$ cat config.mk
export PLATFORM = sky130hd
export DESIGN_NAME = sync_header_frame_parser_core
export DESIGN_NICKNAME = d
export VERILOG_FILES = /design/src/rtl/shfp_pkg.sv /design/src/rtl/sync_header_frame_parser_core.sv
export SDC_FILE = /design/constraint.sdc
export NUM_CORES = 1
export LEC_CHECK = 0
export BUFFER_PORTS_ARGS = -buffer_cell sky130_fd_sc_hd__buf_4
export CORE_ASPECT_RATIO = 1.4
export CORE_MARGIN = 2
export CORE_UTILIZATION = 58
export CTS_CLUSTER_SIZE = 24
export DETAILED_ROUTE_END_ITERATION = 10
export GPL_TIMING_DRIVEN = 1
export PLACE_DENSITY = 0.8
export SLEW_MARGIN = 20
export SYNTH_ARGS = -nofsm -noshare
export SYNTH_HDL_FRONTEND = slang
export SYNTH_SLANG_ARGS = --single-unit
$ cat constraint.sdc
create_clock -name clock -period 15.25 [get_ports clock]
set_input_delay 3.05 -clock clock [delete_from_list [all_inputs] [get_ports clock]]
set_output_delay 3.05 -clock clock [all_outputs]
set_load 0.005 [all_outputs]
$ cat src/rtl/shfp_pkg.sv
// Shared constants and field layout for the sync-header frame parser.
// No dependencies; imported by sync_header_frame_parser_core.
`timescale 1ns / 1ps
`default_nettype none

package shfp_pkg;

   // Frame format
   localparam logic [7:0]  SYNC_A          = 8'h40;   // '@'
   localparam logic [7:0]  SYNC_B          = 8'h54;   // 'T'
   localparam logic [7:0]  SERIAL_MOD_MASK = 8'h7F;
   localparam logic [15:0] MAX_DATA        = 16'd2048;

   // Field widths
   localparam int BYTE_W    = 8;
   localparam int INDEX_W   = 11;
   localparam int LENGTH_W  = 12;
   localparam int VERSION_W = 16;
   localparam int CRC_W     = 32;
   localparam int FLAGS_W   = 3;
   localparam int RSP_DATA_W = 128;

   // Result kinds carried on tuser
   localparam logic KIND_DATA   = 1'b0;
   localparam logic KIND_HEADER = 1'b1;

   // Input modes carried on tuser
   localparam logic MODE_BYTE         = 1'b0;
   localparam logic MODE_FORGET_SERIAL = 1'b1;

   // Status flag bit positions
   localparam int FLAG_VERSION  = 0;
   localparam int FLAG_SERIAL   = 1;
   localparam int FLAG_CHECKSUM = 2;

   // Result payload, last field in the lowest bits
   typedef struct packed {
      logic [5:0]           pad;
      logic [FLAGS_W-1:0]   status_flags;
      logic [CRC_W-1:0]     checksum_value;
      logic [BYTE_W-1:0]    transfer_mode;
      logic [BYTE_W-1:0]    command_byte;
      logic [VERSION_W-1:0] feature_address;
      logic [BYTE_W-1:0]    frame_serial;
      logic [LENGTH_W-1:0]  data_length;
      logic [VERSION_W-1:0] sender_version;
      logic [INDEX_W-1:0]   data_index;
      logic [BYTE_W-1:0]    data_byte;
   } rsp_data_type;

endpackage

`default_nettype wire

$ cat src/rtl/sync_header_frame_parser_core.sv
// Sync-header frame parser: byte phase machine plus a one-deep result register.
// Depends on shfp_pkg for constants and the result payload layout.
`timescale 1ns / 1ps
`default_nettype none

// Usage:
//   req channel: one transfer per received byte. tdata[7:0] is the byte; tuser
//   is the mode (0 = byte, 1 = forget the previous serial so the next frame's
//   serial is not checked).
//   rsp channel: tuser is the kind (0 = payload byte, 1 = frame header). A
//   payload result carries the byte and its index; a header result carries all
//   header fields, the checksum and the status flags when the frame ends.
//   csr: csr_wr_en writes csr_wr_data into min_version (reset value 1).
// Timing: the phase machine and all header registers update in the cycle a
//   byte is taken; a result is on rsp in the cycle after its byte was taken.
//   One byte per cycle unless stalled; the result register is the only buffer.
// Stall: while a result waits in the result register and the receiver is not
//   ready, req_tready is low. Bytes that give no result still wait for it.
// Reset (synchronous): hunting for the first sync byte, result register empty,
//   first frame after reset is exempt from the serial check.
module sync_header_frame_parser_core (
   input  wire logic        clock,
   input  wire logic        reset,
   // Input byte channel
   input  wire logic        req_tvalid,
   output logic             req_tready,
   input  wire logic [7:0]  req_tdata,   // [7:0] rx_byte
   input  wire logic        req_tuser,   // [0] mode
   // Result channel
   output logic             rsp_tvalid,
   input  wire logic        rsp_tready,
   output logic [shfp_pkg::RSP_DATA_W-1:0] rsp_tdata,
   // [7:0] data_byte, [18:8] data_index, [34:19] sender_version,
   // [46:35] data_length, [54:47] frame serial, [70:55] feature_address,
   // [78:71] command byte, [86:79] transfer_mode, [118:87] checksum_value,
   // [121:119] status_flags, [127:122] zero
   output logic             rsp_tuser,   // [0] kind
   // Configuration
   input  wire logic        csr_wr_en,
   input  wire logic [15:0] csr_wr_data  // min_version
);
   import shfp_pkg::*;

   // Phase codes
   localparam logic [3:0] PH_HUNT     = 4'd0;
   localparam logic [3:0] PH_SYNC_B   = 4'd1;
   localparam logic [3:0] PH_VER_LO   = 4'd2;
   localparam logic [3:0] PH_VER_HI   = 4'd3;
   localparam logic [3:0] PH_LEN_LO   = 4'd4;
   localparam logic [3:0] PH_LEN_HI   = 4'd5;
   localparam logic [3:0] PH_SERIAL   = 4'd6;
   localparam logic [3:0] PH_FEAT_LO  = 4'd7;
   localparam logic [3:0] PH_FEAT_HI  = 4'd8;
   localparam logic [3:0] PH_REQUEST  = 4'd9;
   localparam logic [3:0] PH_MODE     = 4'd10;
   localparam logic [3:0] PH_PAYLOAD  = 4'd11;
   localparam logic [3:0] PH_CRC0     = 4'd12;
   localparam logic [3:0] PH_CRC1     = 4'd13;
   localparam logic [3:0] PH_CRC2     = 4'd14;
   localparam logic [3:0] PH_CRC3     = 4'd15;

   // Parser state
   logic [3:0]           phase_ff, phase_in;
   logic [VERSION_W-1:0] version_ff, version_in;
   logic [LENGTH_W-1:0]  length_ff, length_in;
   logic [BYTE_W-1:0]    len_lo_ff, len_lo_in;
   logic [BYTE_W-1:0]    serial_ff, serial_in;
   logic [VERSION_W-1:0] feature_ff, feature_in;
   logic [BYTE_W-1:0]    request_ff, request_in;
   logic [BYTE_W-1:0]    hmode_ff, hmode_in;
   logic [INDEX_W-1:0]   count_ff, count_in;
   logic [CRC_W-1:0]     crc_ff, crc_in;
   logic [FLAGS_W-1:0]   flags_ff, flags_in;
   logic [BYTE_W-1:0]    prev_serial_ff, prev_serial_in;
   logic                 first_ff, first_in;
   logic [15:0]          min_version_ff;

   // Result register
   logic                 rsp_valid_ff;
   logic                 rsp_kind_ff, rsp_kind_in;
   rsp_data_type         rsp_data_ff, rsp_data_in;

   logic                 accept;
   logic                 emit;
   logic [BYTE_W-1:0]    rx;
   logic [15:0]          full_len;
   logic [LENGTH_W-1:0]  count_next;
   logic [BYTE_W-1:0]    serial_expect;

   assign req_tready    = !rsp_valid_ff || rsp_tready;
   assign accept        = req_tvalid && req_tready;
   assign rx            = req_tdata;
   assign full_len      = {rx, len_lo_ff};
   assign count_next    = {1'b0, count_ff} + LENGTH_W'(1);
   assign serial_expect = (prev_serial_ff + 8'd1) & SERIAL_MOD_MASK;

   // Next state and result for the byte on the input
   always_comb begin
      phase_in       = phase_ff;
      version_in     = version_ff;
      length_in      = length_ff;
      len_lo_in      = len_lo_ff;
      serial_in      = serial_ff;
      feature_in     = feature_ff;
      request_in     = request_ff;
      hmode_in       = hmode_ff;
      count_in       = count_ff;
      crc_in         = crc_ff;
      flags_in       = flags_ff;
      prev_serial_in = prev_serial_ff;
      first_in       = first_ff;
      emit           = 1'b0;
      rsp_kind_in    = KIND_DATA;
      rsp_data_in    = '0;

      if (req_tuser == MODE_FORGET_SERIAL) begin
         first_in = 1'b1;
      end else begin
         unique case (phase_ff)
            PH_HUNT: begin
               flags_in = '0;
               if (rx == SYNC_A) phase_in = PH_SYNC_B;
            end
            PH_SYNC_B: begin
               phase_in = (rx == SYNC_B) ? PH_VER_LO : PH_HUNT;
            end
            PH_VER_LO: begin
               version_in = {8'd0, rx};
               phase_in   = PH_VER_HI;
            end
            PH_VER_HI: begin
               version_in = {rx, version_ff[7:0]};
               if ({rx, version_ff[7:0]} < min_version_ff) flags_in[FLAG_VERSION] = 1'b1;
               phase_in = PH_LEN_LO;
            end
            PH_LEN_LO: begin
               len_lo_in = rx;
               phase_in  = PH_LEN_HI;
            end
            PH_LEN_HI: begin
               // Oversized frames are dropped without a result
               length_in = full_len[LENGTH_W-1:0];
               phase_in  = (full_len > MAX_DATA) ? PH_HUNT : PH_SERIAL;
            end
            PH_SERIAL: begin
               serial_in = rx;
               if (first_ff) first_in = 1'b0;
               else if (rx != serial_expect) flags_in[FLAG_SERIAL] = 1'b1;
               prev_serial_in = rx;
               phase_in       = PH_FEAT_LO;
            end
            PH_FEAT_LO: begin
               feature_in = {8'd0, rx};
               phase_in   = PH_FEAT_HI;
            end
            PH_FEAT_HI: begin
               feature_in = {rx, feature_ff[7:0]};
               phase_in   = PH_REQUEST;
            end
            PH_REQUEST: begin
               request_in = rx;
               phase_in   = PH_MODE;
            end
            PH_MODE: begin
               hmode_in = rx;
               crc_in   = '0;
               count_in = '0;
               if (length_ff != '0) phase_in = PH_PAYLOAD;
               else if (rx[0])      phase_in = PH_CRC0;
               else begin
                  emit        = 1'b1;
                  rsp_kind_in = KIND_HEADER;
                  phase_in    = PH_HUNT;
               end
            end
            PH_PAYLOAD: begin
               count_in              = count_next[INDEX_W-1:0];
               emit                  = 1'b1;
               rsp_data_in.data_byte  = rx;
               rsp_data_in.data_index = count_ff;
               if (count_next >= length_ff) begin
                  if (hmode_ff[0]) phase_in = PH_CRC0;
                  else begin
                     // last payload byte closes the frame: header carries it
                     rsp_kind_in = KIND_HEADER;
                     phase_in    = PH_HUNT;
                  end
               end
            end
            PH_CRC0: begin
               crc_in   = {24'd0, rx};
               phase_in = PH_CRC1;
            end
            PH_CRC1: begin
               crc_in   = {crc_ff[31:16], rx, crc_ff[7:0]};
               phase_in = PH_CRC2;
            end
            PH_CRC2: begin
               crc_in   = {crc_ff[31:24], rx, crc_ff[15:0]};
               phase_in = PH_CRC3;
            end
            PH_CRC3: begin
               crc_in                  = {rx, crc_ff[23:0]};
               flags_in[FLAG_CHECKSUM] = 1'b1;
               emit                    = 1'b1;
               rsp_kind_in             = KIND_HEADER;
               phase_in                = PH_HUNT;
            end
            default: phase_in = PH_HUNT;
         endcase
      end

      // Header fields are filled only in header results
      if (rsp_kind_in == KIND_HEADER) begin
         rsp_data_in.sender_version  = version_in;
         rsp_data_in.data_length     = length_in;
         rsp_data_in.frame_serial    = serial_in;
         rsp_data_in.feature_address = feature_in;
         rsp_data_in.command_byte    = request_in;
         rsp_data_in.transfer_mode   = hmode_in;
         rsp_data_in.checksum_value  = hmode_in[0] ? crc_in : '0;
         rsp_data_in.status_flags    = flags_in;
      end
   end

   // Parser registers
   always_ff @(posedge clock) begin
      if (reset) begin
         phase_ff       <= PH_HUNT;
         version_ff     <= '0;
         length_ff      <= '0;
         len_lo_ff      <= '0;
         serial_ff      <= '0;
         feature_ff     <= '0;
         request_ff     <= '0;
         hmode_ff       <= '0;
         count_ff       <= '0;
         crc_ff         <= '0;
         flags_ff       <= '0;
         prev_serial_ff <= '0;
         first_ff       <= 1'b1;
      end else if (accept) begin
         phase_ff       <= phase_in;
         version_ff     <= version_in;
         length_ff      <= length_in;
         len_lo_ff      <= len_lo_in;
         serial_ff      <= serial_in;
         feature_ff     <= feature_in;
         request_ff     <= request_in;
         hmode_ff       <= hmode_in;
         count_ff       <= count_in;
         crc_ff         <= crc_in;
         flags_ff       <= flags_in;
         prev_serial_ff <= prev_serial_in;
         first_ff       <= first_in;
      end
   end

   // Configuration register
   always_ff @(posedge clock) begin
      if (reset) begin
         min_version_ff <= 16'd1;
      end else if (csr_wr_en) begin
         min_version_ff <= csr_wr_data;
      end
   end

   // Result register: loaded on a byte that gives a result, freed on transfer
   always_ff @(posedge clock) begin
      if (reset) begin
         rsp_valid_ff <= 1'b0;
      end else if (accept && emit) begin
         rsp_valid_ff <= 1'b1;
      end else if (rsp_tready) begin
         rsp_valid_ff <= 1'b0;
      end
   end

   always_ff @(posedge clock) begin
      if (accept && emit) begin
         rsp_kind_ff <= rsp_kind_in;
         rsp_data_ff <= rsp_data_in;
      end
   end

   assign rsp_tvalid = rsp_valid_ff;
   assign rsp_tuser  = rsp_kind_ff;
   assign rsp_tdata  = rsp_data_ff;

`ifndef SYNTHESIS
   // Payload results never carry header fields
   assert property (@(posedge clock) disable iff (reset)
      rsp_tvalid && rsp_tuser == KIND_DATA |-> rsp_tdata[121:19] == '0)
      else $error("payload result carries header fields");

   // A header with a checksum always reports it as unverified
   assert property (@(posedge clock) disable iff (reset)
      rsp_tvalid && rsp_tuser == KIND_HEADER && rsp_data_ff.transfer_mode[0]
      |-> rsp_data_ff.status_flags[FLAG_CHECKSUM])
      else $error("checksum present but flag clear");

   // A header result always leaves the parser hunting for the next frame
   assert property (@(posedge clock) disable iff (reset)
      accept && emit && rsp_kind_in == KIND_HEADER |=> phase_ff == PH_HUNT)
      else $error("parser not hunting after frame end");

   // Reset returns the parser to hunting with the result register empty
   assert property (@(posedge clock)
      reset |=> phase_ff == PH_HUNT && !rsp_tvalid)
      else $error("reset state wrong");
`endif

endmodule

`default_nettype wire

==> summary.md <==
| Metric | Value |
|---|---|
| Outcome | `finished, final reports clean` |
| Mapped Cells | `1260` |
| Total track usage | `26.7%` |
| First-pass GRT wire length | `48800 µm` |
| Multi-input gate area | `5140 µm²` |
| Sequential cell area | `~6700 µm²` |
| Routability Congestion | `just under 0.9` |
| VDD IR max | `0.0896 mV` |
| CP cell instances | `buf_4 > nor2b_1 > inv_1 > buf_4` |
| Yosys reg bits | `274` |
| Post-CTS sizing | `0` |
| Mux share of post-synthesis cell area | `5.18%` |
| Slew Viols, Final | `0` |
| FFs w/ async S/R, synth | `0%` |
| Longest Clk Path Bufs | `3` |
| Clock Sinks | `274` |
| Adder-cell share of the synthesized area | `between 2 and 3%` |
| Seq/Total Area, Yosys | `54.1%` |
| Fmax | `about 150 MHz` |
| WL per Instance | `around 19 µm` |
| Row cnt | `63` |
| Post-Synth Simple-Gate Area | `17.9%` |
| Largest net degree at the start of global routing | `82` |
| Synth Area in Compound Gates | `approximately 14%` |
| Clock Skew | `between 9 and 10 ps` |
| DP Worst Slack | `8550 ps` |
| Io pins | `161` |
| Final hold violation count | `0` |
| Hold Buf Count CTS | `0` |
| Post-route setup TNS | `0 ps` |
| Tot Pwr | `between 1 and 1.5 mW` |
| EDFF count, synth | `123` |
| Final setup viols | `0` |
| Number of iterations in the first detailed-routing pass | `5` |
| Min Hold Slack | `around 460 ps` |
| # DRC | `0` |
| Crit end category | `primary output` |
| Total Nets Final | `1420` |
| Grt total ovfl | `0` |
| Clk_lat worst skew | `approximately 520 ps` |
| Mapped Avg Cell Area | `9.85 µm²` |
| Violation count after the first detailed-route iteration | `926` |
| CP Class | `input port to primary output` |
| Die Span X | `128 µm` |
| Initial antenna violation count | `0` |
| Synth warn | `0` |
| Fraction of synthesized cell area in xor and xnor cells | `1.13%` |
| RSZ-0062 raised after global routing | `false` |
| Main synth FF type | `dfxtp_1` |
| # fillers | `around 1700` |
| Vias in the first global route | `9303` |
| Worst-margin pin slew | `1110 ps` |
| Post-DP HPWL | `about 20000 µm` |
| Synthesized area | `12400 µm²` |
| Finished Core Util | `68.6%` |
| Layout cell share with drive strength beyond 1 | `between 10% and 20%` |
| I/O Buffers | `154` |
| Post-route minimum period | `6700 ps` |
| Antenna diodes | `0` |
| Area Overhead vs Synth | `16.8%` |
| Post-CTS Setup Inserts | `0` |
| Leak pwr | `5.09 nW` |
| CTS tree | `done` |
| CP most frequent cell | `buf_4` |
| Worst endpoint required time | `12200 ps` |
| Max_cap viols | `0` |
| CP peak stage delay | `220 ps` |
| Worst-path clk slew | `70 ps` |
| Final WL | `roughly 31000 µm` |
| DIE HEIGHT | `177 µm` |
| Vias | `9962` |
| Max-Slew Margin vs Limit | `26.0%` |
| Unique masters post-synth | `56` |
| Initial core utilization | `58.8%` |
| Htree depth | `1` |
| Vias/cell | `6.08` |
| CP Max Fanout | `3` |
| Final ANT Viol Nets | `0` |
| Root Buffer | `clkbuf_16` |
| Startpoint types | `input port` |
| Power Density | `102 nW/µm²` |
| Slowest library cell on the worst path | `nor2b_1` |
| Num CTS Buffers | `25` |
| Setup ws final | `8550 ps` |
| Period utilisation layout | `a little over two fifths` |
| Core area | `21100 µm²` |
| Main combinational cell family by area after synthesis | `simple AND/OR/NAND/NOR gates` |
| Worst Path Arrival | `3650 ps` |
| Die Footprint | `22600 µm²` |
| Hold WC Path Type | `flop to flop` |
cell type report:
cell class                      instances  share of cell area, %
Sequential cell                       274                   46.3
Multi-Input combinational cell        853                   35.4
Timing Repair Buffer                  169                   8.89
Clock buffer                           35                   5.36
Tap cell                              260                   2.24
Inverter                               38                  0.984
Clock inverter                         10                  0.768
layer usage:
metal  vias up  track usage (%)  part of all wire [%]
met2       457             45.9                    50
met4         0             10.8                   3.6
met5         -                0                     0
met1      4754             33.9                    39
met3        84             3.96                   6.7
li1       4667                -                     -
Yosys cell counts, types with 16 or more instances:
master / n / area [µm²]
a21oi_1: 69 / 345
a21oi_2: 20 / 175
a22oi_1: 105 / 788
and2_1: 21 / 131
buf_2: 17 / 85.1
clkbuf_1: 69 / 259
dfxtp_1: 151 / 3020
edfxtp_1: 123 / 3690
ha_1: 29 / 363
inv_1: 37 / 139
mux2i_1: 62 / 621
nand2_1: 102 / 383
nand3_1: 52 / 260
nor2_1: 195 / 732
nor2b_1: 16 / 100
nor3_1: 48 / 240
kinds of logic (layout without fill, tap and decap cells):
logic type               after synthesis  after routing
AND/OR/NAND/NOR                      489            489
flip-flops                           274            274
AO/OA/AOI/OAI                        249            249
buffers and inverters                138            252
multiplexers                          64             64
adder cells (fa/ha/maj)               29             29
XOR/XNOR                              16             16
other                                  1              6
state kept, by name, summed over array words and instances, names as in the netlist:
register        count
rsp_tvalid          1
count_ff           11
request_ff          8
prev_serial_ff      7
first_ff            1
min_version_ff     16
phase_ff            4
version_ff         16
feature_ff         16
rsp_tdata         122
flags_ff            3
rsp_tuser           1
crc_ff             32
hmode_ff            8
serial_ff           8
length_ff          12
len_lo_ff           8
power by group:
| group | total, mW | leakage (nW) | switching [mW] | internal [mW] |
|---|---|---|---|---|
| clock network | 0.664 | 0.444 | 0.272 | 0.392 |
| logic | 0.0491 | 2.42 | 0.0345 | 0.0145 |
| registers | 0.764 | 2.23 | 0.00137 | 0.763 |
metrics by stage:
stage / cells / area [µm²]
after floorplan: 1265 / 12400
after global placement: 1593 / 13600
after detailed placement: 1593 / 13600
after CTS: 1638 / 14500
after global routing: 1639 / 14500
final: 1639 / 14500
worst paths after layout:
path	startpoint	cells past startpoint	slack, ps	end
worst min register to register	request_ff[6]	2	460	request_ff[6]
worst max register to register	count_ff[0]	12	10790	rsp_tdata[77]
worst min-delay path	request_ff[6]	2	460	request_ff[6]
worst max-delay path	rsp_tready	4	8550	req_tready
critical path: cells and delay by family:
family	cells	cell delay [ps]
buf+inv	3	380
simple gates	1	220
cells in the final DEF (no fill, tap or decap), types with 9 or more instances in the layout:
cell	netlist	routed
dfxtp_1	151	151
nor2_1	195	194
nand3_1	52	52
and2_1	21	21
o21ai_0	15	15
edfxtp_1	123	123
nor2b_1	16	13
ha_1	29	29
a22oi_1	105	105
nand2_1	102	102
xor2_1	10	10
nor3_1	48	48
clkbuf_16	0	28
nor4_1	9	9
inv_1	37	37
a21oi_1	69	68
buf_4	6	168
mux2i_1	62	61
nand4_1	10	10
a21oi_2	20	20
Power figures use the tool's default switching activity.
